### config.mk
export PLATFORM = sky130hd
export DESIGN_NAME = segregation_grid_move_evaluator
export DESIGN_NICKNAME = d
export VERILOG_FILES = /design/src/sgme_pkg.sv /design/src/sgme_front.sv /design/src/sgme_queue.sv /design/src/sgme_back.sv /design/src/segregation_grid_move_evaluator.sv
export SDC_FILE = /design/constraint.sdc
export NUM_CORES = 1
export LEC_CHECK = 0
export BUFFER_PORTS_ARGS = -buffer_cell sky130_fd_sc_hd__buf_2
export CORE_ASPECT_RATIO = 0.75
export CORE_MARGIN = 1
export CORE_UTILIZATION = 35
export CTS_BUF_LIST = sky130_fd_sc_hd__clkbuf_4
export DETAILED_ROUTE_END_ITERATION = 8
export SLEW_MARGIN = 20
export SYNTH_ARGS = -nofsm -noshare
export SYNTH_HDL_FRONTEND = slang
export SYNTH_SLANG_ARGS = --single-unit
### constraint.sdc
create_clock -name clk -period 16.8 [get_ports clk]
set_input_delay 0.84 -clock clk [delete_from_list [all_inputs] [get_ports clk]]
set_output_delay 0.84 -clock clk [all_outputs]
set_load 0.005 [all_outputs]
### src/sgme_pkg.sv
package sgme_pkg;

    localparam int MAX_COLS    = 64;
    localparam int MAX_ROWS    = 1024;
    localparam int COL_W       = $clog2(MAX_COLS);
    localparam int COLS_W      = 7;
    localparam int ROW_W       = 11;
    localparam int CNT_W       = 17;
    localparam int QUEUE_DEPTH = 2;

    localparam logic [3:0] NEIGH = 4'd8;

    localparam logic [1:0] REG_ROWS      = 2'd0;
    localparam logic [1:0] REG_COLS      = 2'd1;
    localparam logic [1:0] REG_THRESHOLD = 2'd2;

    // One completed interior row, ready for evaluation
    typedef struct packed {
        logic [MAX_COLS-1:0] up;
        logic [MAX_COLS-1:0] mid;
        logic [MAX_COLS-1:0] dn;
        logic [ROW_W-1:0]    row;
        logic                frame_end;
    } job_t;

endpackage

### src/sgme_front.sv
module sgme_front (
    input  logic                         clk,
    input  logic                         rst_n,
    input  logic                         in_valid,
    output logic                         in_stall,
    input  logic                         color_bit,
    input  logic [sgme_pkg::ROW_W-1:0]   rows_eff,
    input  logic [sgme_pkg::COLS_W-1:0]  cols_eff,
    input  logic                         q_full,
    output logic                         push,
    output sgme_pkg::job_t               job
);

    logic [sgme_pkg::MAX_COLS-1:0] up_reg, up_next;
    logic [sgme_pkg::MAX_COLS-1:0] mid_reg, mid_next;
    logic [sgme_pkg::MAX_COLS-1:0] fill_reg, fill_next;
    logic [sgme_pkg::COL_W-1:0]    col_reg, col_next;
    logic [sgme_pkg::ROW_W-1:0]    row_reg, row_next;
    logic [sgme_pkg::MAX_COLS-1:0] filled;
    logic                          accept;
    logic                          row_done;
    logic                          frame_end;

    assign in_stall = q_full;
    assign accept   = in_valid && !in_stall;

    always_comb
    begin
        filled          = fill_reg;
        filled[col_reg] = color_bit;
        row_done  = ({1'b0, col_reg} + {{(sgme_pkg::COLS_W-1){1'b0}}, 1'b1}) >= cols_eff;
        frame_end = {1'b0, row_reg} >= ({1'b0, rows_eff} + {{sgme_pkg::ROW_W{1'b0}}, 1'b1});

        job.up        = up_reg;
        job.mid       = mid_reg;
        job.dn        = filled;
        job.row       = row_reg - {{(sgme_pkg::ROW_W-1){1'b0}}, 1'b1};
        job.frame_end = frame_end;
        push = accept && row_done && (row_reg >= sgme_pkg::ROW_W'(2));

        up_next   = up_reg;
        mid_next  = mid_reg;
        fill_next = fill_reg;
        col_next  = col_reg;
        row_next  = row_reg;
        if (accept)
        begin
            if (!row_done)
            begin
                fill_next = filled;
                col_next  = col_reg + {{(sgme_pkg::COL_W-1){1'b0}}, 1'b1};
            end
            else
            begin
                // shift line stores and open a fresh row
                up_next   = mid_reg;
                mid_next  = filled;
                fill_next = '0;
                col_next  = '0;
                row_next  = frame_end ? '0 : row_reg + {{(sgme_pkg::ROW_W-1){1'b0}}, 1'b1};
            end
        end
    end

    always_ff @(posedge clk or negedge rst_n)
    begin
        if (!rst_n)
        begin
            up_reg   <= '0;
            mid_reg  <= '0;
            fill_reg <= '0;
            col_reg  <= '0;
            row_reg  <= '0;
        end
        else
        begin
            up_reg   <= up_next;
            mid_reg  <= mid_next;
            fill_reg <= fill_next;
            col_reg  <= col_next;
            row_reg  <= row_next;
        end
    end

endmodule

### src/sgme_queue.sv
module sgme_queue (
    input  logic            clk,
    input  logic            rst_n,
    input  logic            push,
    input  sgme_pkg::job_t  push_job,
    input  logic            pop,
    output sgme_pkg::job_t  head_job,
    output logic            empty,
    output logic            full
);

    localparam int PTR_W = (sgme_pkg::QUEUE_DEPTH > 1) ? $clog2(sgme_pkg::QUEUE_DEPTH) : 1;

    sgme_pkg::job_t   slot_reg [sgme_pkg::QUEUE_DEPTH];
    logic [PTR_W-1:0] wr_reg, wr_next;
    logic [PTR_W-1:0] rd_reg, rd_next;
    logic [PTR_W:0]   cnt_reg, cnt_next;

    function automatic logic [PTR_W-1:0] ptr_inc(input logic [PTR_W-1:0] p);
        logic [PTR_W-1:0] r;
        if (p == PTR_W'(sgme_pkg::QUEUE_DEPTH - 1))
            r = '0;
        else
            r = p + {{(PTR_W-1){1'b0}}, 1'b1};
        return r;
    endfunction

    assign empty    = (cnt_reg == '0);
    assign full     = (cnt_reg == (PTR_W+1)'(sgme_pkg::QUEUE_DEPTH));
    assign head_job = slot_reg[rd_reg];

    always_comb
    begin
        wr_next  = (push && !full) ? ptr_inc(wr_reg) : wr_reg;
        rd_next  = (pop && !empty) ? ptr_inc(rd_reg) : rd_reg;
        cnt_next = cnt_reg;
        if ((push && !full) && !(pop && !empty))
            cnt_next = cnt_reg + {{PTR_W{1'b0}}, 1'b1};
        else if (!(push && !full) && (pop && !empty))
            cnt_next = cnt_reg - {{PTR_W{1'b0}}, 1'b1};
    end

    always_ff @(posedge clk)
    begin
        if (push && !full)
            slot_reg[wr_reg] <= push_job;
    end

    always_ff @(posedge clk or negedge rst_n)
    begin
        if (!rst_n)
        begin
            wr_reg  <= '0;
            rd_reg  <= '0;
            cnt_reg <= '0;
        end
        else
        begin
            wr_reg  <= wr_next;
            rd_reg  <= rd_next;
            cnt_reg <= cnt_next;
        end
    end

endmodule

### src/sgme_back.sv
module sgme_back (
    input  logic                         clk,
    input  logic                         rst_n,
    input  sgme_pkg::job_t               head_job,
    input  logic                         q_empty,
    output logic                         pop,
    input  logic [sgme_pkg::COLS_W-1:0]  cols_eff,
    input  logic [3:0]                   threshold,
    output logic                         out_valid,
    input  logic                         out_stall,
    output logic [sgme_pkg::ROW_W-1:0]   cell_row,
    output logic [sgme_pkg::COL_W-1:0]   cell_column,
    output logic                         own_color,
    output logic                         wants_move,
    output logic [sgme_pkg::CNT_W-1:0]   movers_color0,
    output logic [sgme_pkg::CNT_W-1:0]   movers_color1,
    output logic                         row_last,
    output logic                         frame_last
);

    sgme_pkg::job_t               job_reg;
    logic                         busy_reg, busy_next;
    logic [sgme_pkg::COL_W-1:0]   col_reg, col_next;
    logic [sgme_pkg::CNT_W-1:0]   cnt0_reg, cnt0_next;
    logic [sgme_pkg::CNT_W-1:0]   cnt1_reg, cnt1_next;
    logic                         ov_reg, ov_next;

    logic [sgme_pkg::ROW_W-1:0]   o_row_reg;
    logic [sgme_pkg::COL_W-1:0]   o_col_reg;
    logic                         o_own_reg, o_mv_reg, o_rlast_reg, o_flast_reg;
    logic [sgme_pkg::CNT_W-1:0]   o_c0_reg, o_c1_reg;

    logic                         advance;
    logic [sgme_pkg::COLS_W-1:0]  col_plus;
    logic                         is_last;
    logic [sgme_pkg::COL_W-1:0]   lcol, rcol;
    logic [3:0]                   ones, unlike;
    logic                         own, mv;
    logic [sgme_pkg::CNT_W-1:0]   c0_upd, c1_upd;

    assign advance = busy_reg && (!ov_reg || !out_stall);
    assign pop     = !busy_reg && !q_empty;

    always_comb
    begin
        col_plus = {1'b0, col_reg} + {{(sgme_pkg::COLS_W-1){1'b0}}, 1'b1};
        is_last  = (col_plus >= cols_eff);
        lcol = (col_reg == '0) ? sgme_pkg::COL_W'(cols_eff - {{(sgme_pkg::COLS_W-1){1'b0}}, 1'b1})
                               : col_reg - {{(sgme_pkg::COL_W-1){1'b0}}, 1'b1};
        rcol = is_last ? '0 : col_plus[sgme_pkg::COL_W-1:0];
        ones = {3'b0, job_reg.up[lcol]} + {3'b0, job_reg.up[col_reg]} + {3'b0, job_reg.up[rcol]}
             + {3'b0, job_reg.mid[lcol]} + {3'b0, job_reg.mid[rcol]}
             + {3'b0, job_reg.dn[lcol]} + {3'b0, job_reg.dn[col_reg]} + {3'b0, job_reg.dn[rcol]};
        own    = job_reg.mid[col_reg];
        unlike = own ? (sgme_pkg::NEIGH - ones) : ones;
        mv     = (unlike >= threshold);

        // saturate the mover tallies
        c0_upd = cnt0_reg;
        c1_upd = cnt1_reg;
        if (mv && !own && (cnt0_reg != '1))
            c0_upd = cnt0_reg + {{(sgme_pkg::CNT_W-1){1'b0}}, 1'b1};
        if (mv && own && (cnt1_reg != '1))
            c1_upd = cnt1_reg + {{(sgme_pkg::CNT_W-1){1'b0}}, 1'b1};

        busy_next = busy_reg;
        col_next  = col_reg;
        cnt0_next = cnt0_reg;
        cnt1_next = cnt1_reg;
        ov_next   = ov_reg && out_stall;
        if (pop)
        begin
            busy_next = 1'b1;
            col_next  = '0;
        end
        else if (advance)
        begin
            ov_next   = 1'b1;
            col_next  = col_plus[sgme_pkg::COL_W-1:0];
            cnt0_next = c0_upd;
            cnt1_next = c1_upd;
            if (is_last)
            begin
                busy_next = 1'b0;
                if (job_reg.frame_end)
                begin
                    cnt0_next = '0;
                    cnt1_next = '0;
                end
            end
        end
    end

    always_ff @(posedge clk or negedge rst_n)
    begin
        if (!rst_n)
        begin
            busy_reg <= 1'b0;
            col_reg  <= '0;
            cnt0_reg <= '0;
            cnt1_reg <= '0;
            ov_reg   <= 1'b0;
        end
        else
        begin
            busy_reg <= busy_next;
            col_reg  <= col_next;
            cnt0_reg <= cnt0_next;
            cnt1_reg <= cnt1_next;
            ov_reg   <= ov_next;
        end
    end

    always_ff @(posedge clk)
    begin
        if (pop)
            job_reg <= head_job;
        if (advance)
        begin
            o_row_reg   <= job_reg.row;
            o_col_reg   <= col_reg;
            o_own_reg   <= own;
            o_mv_reg    <= mv;
            o_c0_reg    <= c0_upd;
            o_c1_reg    <= c1_upd;
            o_rlast_reg <= is_last;
            o_flast_reg <= is_last && job_reg.frame_end;
        end
    end

    assign out_valid     = ov_reg;
    assign cell_row      = o_row_reg;
    assign cell_column   = o_col_reg;
    assign own_color     = o_own_reg;
    assign wants_move    = o_mv_reg;
    assign movers_color0 = o_c0_reg;
    assign movers_color1 = o_c1_reg;
    assign row_last      = o_rlast_reg;
    assign frame_last    = o_flast_reg;

endmodule

### src/segregation_grid_move_evaluator.sv
// Channel   Signals                                        Handshake
// input     color_bit                                      in_valid / in_stall
// output    cell_row, cell_column, own_color, wants_move,  out_valid / out_stall
//           movers_color0, movers_color1, row_last, frame_last
// config    cfg_index, cfg_data                            cfg_valid / cfg_ready
//
// A row of N cells is taken one beat per cycle while in_stall is low; the back unit
// then loads the row from the queue and evaluates it column by column.
// A two-row queue overlaps filling of the next row with evaluation of the last, so
// cells of the next row are accepted while the back unit still works on the last.
// Reset clears positions, line stores, counters and loads the register defaults.
// in_stall rises while the queue holds two rows; out_stall holds the output register.
module segregation_grid_move_evaluator (
    input  logic                         clk,
    input  logic                         rst_n,
    input  logic                         in_valid,
    output logic                         in_stall,
    input  logic                         color_bit,
    output logic                         out_valid,
    input  logic                         out_stall,
    output logic [sgme_pkg::ROW_W-1:0]   cell_row,
    output logic [sgme_pkg::COL_W-1:0]   cell_column,
    output logic                         own_color,
    output logic                         wants_move,
    output logic [sgme_pkg::CNT_W-1:0]   movers_color0,
    output logic [sgme_pkg::CNT_W-1:0]   movers_color1,
    output logic                         row_last,
    output logic                         frame_last,
    input  logic                         cfg_valid,
    output logic                         cfg_ready,
    input  logic [1:0]                   cfg_index,
    input  logic [sgme_pkg::ROW_W-1:0]   cfg_data
);

    logic [sgme_pkg::ROW_W-1:0]   rows_reg;
    logic [sgme_pkg::COLS_W-1:0]  cols_reg;
    logic [3:0]                   thr_reg;
    logic [sgme_pkg::ROW_W-1:0]   rows_eff;
    logic [sgme_pkg::COLS_W-1:0]  cols_eff;

    logic            push, pop, q_full, q_empty;
    sgme_pkg::job_t  push_job, head_job;

    assign cfg_ready = 1'b1;

    always_ff @(posedge clk or negedge rst_n)
    begin
        if (!rst_n)
        begin
            rows_reg <= sgme_pkg::ROW_W'(64);
            cols_reg <= sgme_pkg::COLS_W'(64);
            thr_reg  <= 4'd4;
        end
        else if (cfg_valid && cfg_ready)
        begin
            case (cfg_index)
                sgme_pkg::REG_ROWS:      rows_reg <= cfg_data;
                sgme_pkg::REG_COLS:      cols_reg <= cfg_data[sgme_pkg::COLS_W-1:0];
                sgme_pkg::REG_THRESHOLD: thr_reg  <= cfg_data[3:0];
                default:                 ;
            endcase
        end
    end

    // clamp register values into the supported grid size
    always_comb
    begin
        if (cols_reg < sgme_pkg::COLS_W'(2))
            cols_eff = sgme_pkg::COLS_W'(2);
        else if (cols_reg > sgme_pkg::COLS_W'(sgme_pkg::MAX_COLS))
            cols_eff = sgme_pkg::COLS_W'(sgme_pkg::MAX_COLS);
        else
            cols_eff = cols_reg;

        if (rows_reg == '0)
            rows_eff = sgme_pkg::ROW_W'(1);
        else if (rows_reg > sgme_pkg::ROW_W'(sgme_pkg::MAX_ROWS))
            rows_eff = sgme_pkg::ROW_W'(sgme_pkg::MAX_ROWS);
        else
            rows_eff = rows_reg;
    end

    sgme_front u_front (
        .clk        (clk),
        .rst_n      (rst_n),
        .in_valid   (in_valid),
        .in_stall   (in_stall),
        .color_bit  (color_bit),
        .rows_eff   (rows_eff),
        .cols_eff   (cols_eff),
        .q_full     (q_full),
        .push       (push),
        .job        (push_job)
    );

    sgme_queue u_queue (
        .clk      (clk),
        .rst_n    (rst_n),
        .push     (push),
        .push_job (push_job),
        .pop      (pop),
        .head_job (head_job),
        .empty    (q_empty),
        .full     (q_full)
    );

    sgme_back u_back (
        .clk           (clk),
        .rst_n         (rst_n),
        .head_job      (head_job),
        .q_empty       (q_empty),
        .pop           (pop),
        .cols_eff      (cols_eff),
        .threshold     (thr_reg),
        .out_valid     (out_valid),
        .out_stall     (out_stall),
        .cell_row      (cell_row),
        .cell_column   (cell_column),
        .own_color     (own_color),
        .wants_move    (wants_move),
        .movers_color0 (movers_color0),
        .movers_color1 (movers_color1),
        .row_last      (row_last),
        .frame_last    (frame_last)
    );

endmodule
==> metrics.cfg, run 1 <==
[synth]
yosys_warnings = 0
syn-instance-count = 2958
netlist_area_um2 = 41700
yosys.cell_types.count = 69
avgSynthCellArea_um2 = 14.1
synth_async_sr_flop_share_pct = 29.3
synth-seq-cells = 944
synthesis.nets = 3027
synth-seq-area-share_pct = 64.6
synth_flop_cell = edfxtp_1
synth_enable_flop_cells = 667

[finish]
flow.area_growth_from_synthesis_pct = 12.5
fin_area_um2 = 47000
layout-drive-gt1-share_pct = 26.4
largest_register_ff_count = 408
nets = 3208
final_cells = 4894

[min_path]
hold_startpoint = cfg_index[1]
min_delay_endpoint = rows_reg[0]
holdCritPathClass = primary input to flip-flop
holdPathStages = 4

[drt]
totalWireLength_um = 110000
detailedRoute.firstPassIterationCount = 5
vias = 25800
detail_route.wl_per_cell_um = 22.4
drtIter0Drc = 2345
antenna_nets_post_route = 0
route.detailed.drc = 0
drt-vias-per-instance = 5.27

[floorplan]
initial_utilization_pct = 35.3
coreArea_um2 = 118000
die_y_um = 301
row_count = 109
design.die.area_um2 = 121000
ios = 77
chipWidth_um = 401

[clock_tree]
worst_setup_hold_path_clk_slew_ps = 70
cts_buffers = 219
numClockSinks = 944
clock_insertion_delay_at_the_later_pin_of_the_skew_report_ps = 1180
cts_setup_buffers = 0
clock_tree_from_tritoncts = built
htree_levels = 4
cts_buffer_depth = 3
cts-root-buf = clkbuf_4

[placed_design]
placedInstanceArea_um2 = 43900
gp_congestion = 0.914
place.detailed.hpwl_um = 69600
dpl.cell_count = 4459
numPortBuffers = 75
place_worst_setup_slack_ps = 6150

[setup_path]
cpLargestDelayFamily = simple AND/OR/NAND/NOR gates
crit_arrival_ps = 11830
worst-path-buf-inv = 7
worst-path-max-fanout = 51
endpoint_of_the_lowest_slack_register_to_register_path = u_back.cnt0_reg[11]
cpPeakStageDelay_ps = 1060
setup.worst_path.class = flip-flop to flip-flop
rr_worst_depth = 32
critPathLaunchType = flip-flop
slowest_cp_cell = nor2_1
end_kind = flip-flop
crit_required_ps = 17860
crit-reg2reg-launch = u_back.col_reg[0]
worst_path_most_repeated_cell = fa_1
reg2reg_setup_slack_ps = 6020

[sta]
final.period_utilization_pct = 64.1
final.setup_skew_ps = 83.4
max_slew_margin_pct = 25.2
clock.fmax_ghz = 0.0928
final_period_minus_worst_setup_slack_ps = 10780
final_max_slew_viol_count = 0
postLayoutSetupSlackWorst_ps = 6020
setup_viol = 0
grt_setup_unrepaired = no
hold_viol = 0
transition_time_of_the_tightest_slew_check_pin_ps = 1090
finalSetupTns_ps = 0

[global_routing]
track_usage_pct = 18.1
grt_pass1_wl_um = 163000
grt_start_max_net_pins = 143
grt_antenna_before_repair = 8
gr-total-overflow = 0
first_global_vias = 24800

[outcome]
run_status = completed

[run]
maxCapViolations = 0

## synthesized netlist by cell type, drive strengths merged (5+ instances only)
| master | n | area share (%) |
|---|---|---|
| mux4 | 119 | 6.4 |
| and3 | 17 | 0.25 |
| o211ai | 10 | 0.18 |
| o311ai | 7 | 0.15 |
| a211oi | 11 | 0.20 |
| o22ai | 7 | 0.10 |
| mux2i | 145 | 3.5 |
| dfrtp | 274 | 16 |
| a22o | 5 | 0.10 |
| a21oi | 70 | 0.84 |
| nor2b | 6 | 0.090 |
| nor4 | 12 | 0.18 |
| xor2 | 24 | 0.50 |
| nand2 | 452 | 4.1 |
| nand4 | 17 | 0.25 |
| nand3 | 36 | 0.43 |
| mux2 | 236 | 6.4 |
| o21ai | 140 | 1.7 |
| nor3b | 10 | 0.18 |
| o31ai | 86 | 1.5 |
| nand2b | 14 | 0.21 |
| nor2 | 80 | 0.72 |
| ha | 46 | 1.4 |
| clkbuf | 136 | 1.2 |
| nand3b | 9 | 0.16 |
| a2bb2oi | 5 | 0.10 |
| nor3 | 20 | 0.27 |
| buf | 40 | 0.43 |
| or3 | 13 | 0.19 |
| and2 | 5 | 0.075 |
| a2111oi | 5 | 0.10 |
| edfxtp | 667 | 48 |
| inv | 108 | 0.97 |
| a31oi | 12 | 0.18 |
| a21o | 9 | 0.16 |
| xnor2 | 47 | 0.99 |
## layout make-up
class	instances	area [um2]
clock buffers	348	2610
flip-flops and latches	944	27000
fillers	11000	71100
clock inverters	67	339
inverters	110	413
repair buffers	136	913
multi-input cells	1728	13800
well taps	1554	1940
diodes	7	17.5
## repair_timing
item | 4_1_cts | 5_1_grt
hold endpoints to repair | 119 | 0
hold buffers | 13 | 0
resized for setup | 0 | 0
## worst reg2reg max path, delay by kind of cell (launching register included)
| family | cells | cell delay (ps) |
|---|---|---|
| AO/OA/AOI/OAI | 9 | 1320 |
| XOR/XNOR | 1 | 180 |
| adder cells (fa/ha/maj) | 7 | 2770 |
| buffers and inverters | 7 | 2520 |
| flip-flops | 1 | 700 |
| multiplexers | 1 | 70 |
| AND/OR/NAND/NOR | 7 | 3130 |
## kinds of logic (layout without fill, tap and decap cells)
logic type | count (synthesis) | after routing | synth area share (%)
DFF | 944 | 944 | 64.6
and+or+nand+nor | 705 | 705 | 7.35
muxes | 500 | 500 | 16.3
AOI/OAI and AO/OA | 401 | 401 | 6.07
buffers and inverters | 286 | 661 | 2.64
xor gates and xnor gates | 71 | 71 | 1.49
adders and majority gates | 50 | 50 | 1.57
other | 1 | 8 | 0.00898
## routing by layer
metal  track usage [%]  routed length, um  vias up
met4              5.00               1760        2
met5             0.663                115        -
li1                  -                  -    11600
met3              5.89              10400      137
met2              23.7              44400     1028
met1              28.0              52900    13100
## stage by stage
| stage | hold slack (ps) | utilization (%) |
|---|---|---|
| 6_report | 200 | 39.8 |
| 5_1_grt | 120 | 39.8 |
| 2_1_floorplan | 400 | - |
| 3_3_place_gp | 402 | 37.1 |
| 3_5_place_dp | 406 | 37.1 |
| 4_1_cts | 64.8 | 39.8 |
## placed cells by master, fill, tap and decap left out, types with 14 or more instances in the layout
| cell | n |
|---|---|
| clkbuf_4 | 348 |
| edfxtp_1 | 667 |
| dfrtp_1 | 271 |
| ha_1 | 44 |
| mux4_2 | 119 |
| mux2i_1 | 144 |
| clkinv_1 | 47 |
| o21ai_0 | 140 |
| nand2b_1 | 14 |
| buf_4 | 45 |
| and3_1 | 17 |
| a21oi_1 | 70 |
| buf_2 | 74 |
| nand3_1 | 36 |
| nor3_1 | 19 |
| xnor2_1 | 45 |
| xor2_1 | 23 |
| nor2_1 | 77 |
| o31ai_1 | 86 |
| mux2_2 | 236 |
| nand2_1 | 450 |
| inv_1 | 106 |
| nand4_1 | 17 |
## worst max path at each step
stage | start | end | slack [ps] | cells after the start
after floorplan | u_front.col_reg[0] | u_queue.slot_reg[0][0] | 5150 | 12
after global placement | u_back.col_reg[0] | u_back.movers_color1[12] | 6320 | 31
after detailed placement | u_back.col_reg[1] | u_back.cnt0_reg[11] | 6150 | 29
after CTS | u_back.col_reg[0] | u_back.cnt0_reg[11] | 6150 | 32
after global routing | u_back.col_reg[0] | u_back.cnt0_reg[11] | 5380 | 32
final | u_back.col_reg[0] | u_back.cnt0_reg[11] | 6020 | 32
Power of run 1 is left out: the tool's default activity adds up to more than one toggle a clock period on the data nets, which glitch-free logic cannot reach.
==> run 2: changes to the inputs <==
==> constraint.sdc (replaced) <==
create_clock -name clk -period 10 [get_ports clk]
set_input_delay 0.5 -clock clk [delete_from_list [all_inputs] [get_ports clk]]
set_output_delay 0.5 -clock clk [all_outputs]
set_load 0.005 [all_outputs]
==> run 2 against run 1 <==
  * Cell count up 0.59%
  * Die area unchanged
  * Clock skew about the same
  * Utilization up 0.33 points
  * Hold slack worse by 61 ps
  * Global-route usage up 0.43 points
  * Sequential cell count unchanged
  * Via count up 0.91%
  * Highest routed layer is now met4
  * Setup slack worse by 5500 ps
  * Count of clock-buffer cells in the layout up 12
  * Register-to-register slack worse by 5500 ps
==> metrics.cfg, run 2 (synthesis gave the netlist of run 1 again) <==
[outcome]
run_status = completed

[clock_tree]
cts_setup_buffers = 0
htree_levels = 4
worst_setup_hold_path_clk_slew_ps = 70
numClockSinks = 944
cts.repair.resized = 0
clock_tree_from_tritoncts = built
cts_buffer_depth = 3
cts_buffers = 221
clock_insertion_delay_at_the_later_pin_of_the_skew_report_ps = 1180
cts-root-buf = clkbuf_4

[global_routing]
grt_antenna_before_repair = 7
grt_start_max_net_pins = 156
grt_pass1_wl_um = 167000
gr-total-overflow = 0
track_usage_pct = 18.5
first_global_vias = 25200

[setup_path]
setup.worst_path.class = flip-flop to flip-flop
reg2reg_setup_slack_ps = 490
crit_required_ps = 11060
critPathLaunchType = flip-flop
crit_arrival_ps = 10570
worst-path-max-fanout = 44
end_kind = flip-flop
endpoint_of_the_lowest_slack_register_to_register_path = u_back.cnt1_reg[13]
rr_worst_depth = 27
crit-reg2reg-launch = u_back.col_reg[0]

[power_and_ir_drop]
p_leak_nw = 18.4
power.share.sequential_pct = 31.8
vdd_ir_drop_max_mv = 0.748
power_density_nw_per_um2 = 382
p_comb_share_pct = 49.8
power.net_switching_mw = 7.44
post-layout-total-power_mw = 18.1
clock_power_share_pct = 18.4
cell_internal_pwr_mw = 10.6
power.share.switching_pct = 41.1

[sta]
hold_viol = 0
transition_time_of_the_tightest_slew_check_pin_ps = 1130
final_max_slew_viol_count = 0
clock.fmax_ghz = 0.105
finalSetupTns_ps = 0
final_period_minus_worst_setup_slack_ps = 9510
setup_viol = 0
final.setup_skew_ps = 83.2
final.period_utilization_pct = 95.1
max_slew_margin_pct = 24.6
grt_setup_unrepaired = no
postLayoutSetupSlackWorst_ps = 491

[placed_design]
place.detailed.hpwl_um = 72000
place_worst_setup_slack_ps = 521
numPortBuffers = 75
placedInstanceArea_um2 = 43900
gp_congestion = 0.962

[min_path]
min_delay_endpoint = u_back.out_valid
holdPathStages = 4
holdCritPathClass = primary input to flip-flop
hold_startpoint = out_stall

[drt]
antenna_nets_post_route = 0
drt-vias-per-instance = 5.29
route.detailed.drc = 0
vias = 26000
totalWireLength_um = 112000
detailedRoute.firstPassIterationCount = 6
drtIter0Drc = 2866
detail_route.wl_per_cell_um = 22.7

[finish]
register_area_um2 = 27000
multiInputGateArea_um2 = 13800
nets = 3236
final.fill_count = 11100
largest_register_ff_count = 408
layout_commonest_cell = edfxtp_1
fin_area_um2 = 47400
layout_common_cells = edfxtp_1 (667), nand2_1 (450), clkbuf_4 (360), dfrtp_1 (271), mux2_2 (236)
layout-drive-gt1-share_pct = 26.8
flow.area_growth_from_synthesis_pct = 13.5

[floorplan]
die_y_um = 301
ios = 77
initial_utilization_pct = 35.3
coreArea_um2 = 118000
chipWidth_um = 401
row_count = 109
design.die.area_um2 = 121000

[run]
maxCapViolations = 0

-- run 2: layer usage --
layer	share of wire, %	GRT usage [%]	vias to the layer above
met5	0	0	-
met4	1.4	4.88	0
met3	9.3	4.73	130
met2	41	25.0	1147
met1	48	29.0	13100
li1	-	-	11600
-- run 2: repair_timing --
| item | CTS | global route |
|---|---|---|
| setup endpoints to repair | 0 | 0 |
| hold buffers | 31 | 0 |
| hold endpoints to repair | 137 | 0 |
-- run 2: layout make-up --
class                           instances  area share [%]
Antenna cell                            9          0.0476
Sequential cell                       944            57.0
Timing Repair Buffer                  162            2.45
Clock buffer                          360            5.71
Tap cell                             1554            4.11
Inverter                              110           0.872
Clock inverter                         56           0.816
Multi-Input combinational cell       1728            29.0
-- run 2: worst max path at each step --
stage                            from                  end  slack [ps]  cells after the start
floorplan           u_back.col_reg[0]  u_back.cnt1_reg[13]        1040                     35
global placement    u_back.col_reg[0]  u_back.cnt1_reg[13]         670                     27
detailed placement  u_back.col_reg[0]  u_back.cnt1_reg[13]         520                     27
CTS                 u_back.col_reg[0]  u_back.cnt1_reg[13]         480                     27
global route        u_back.col_reg[0]  u_back.cnt1_reg[13]          10                     27
finish              u_back.col_reg[0]  u_back.cnt1_reg[13]         490                     27
-- run 2: power groups by stage --
stage	Sequential, mW	Clock [mW]	Combinational, mW
after floorplan	5.54	0	6.89
after global placement	5.80	0	8.87
after detailed placement	5.81	0	8.92
after CTS	5.74	3.43	8.99
after global routing	5.80	3.63	9.77
final	5.75	3.34	9.01
-- run 2: worst max-delay path, stage by stage, from the launching register on --
cell	delay [ps]
dfrtp_4	630
inv_1	350
ha_2	230
and3_1	290
mux2i_4	470
buf_4	740
mux4_2	590
mux2i_1	290
mux2i_1	120
mux2i_1	170
mux2i_1	100
ha_1	350
fa_1	550
inv_1	60
fa_1	510
fa_1	520
fa_1	510
ha_1	310
inv_1	60
mux2i_1	70
ha_1	270
a21o_1	110
a211o_1	160
nand3b_1	180
nor4b_1	980
nand4_1	290
or3_1	400
o21ai_0	90
-- run 2: metrics by stage --
| stage | instances | hold slack [ps] | utilization, % |
|---|---|---|---|
| final | 4923 | 140 | 40.1 |
| after global routing | 4921 | 61.8 | 40.1 |
| after CTS | 4914 | 15.0 | 40.1 |
| after detailed placement | 4467 | 405 | 37.2 |
| after global placement | 4467 | 401 | 37.2 |
| after floorplan | 2958 | 204 | - |
Power figures use the tool's default switching activity.
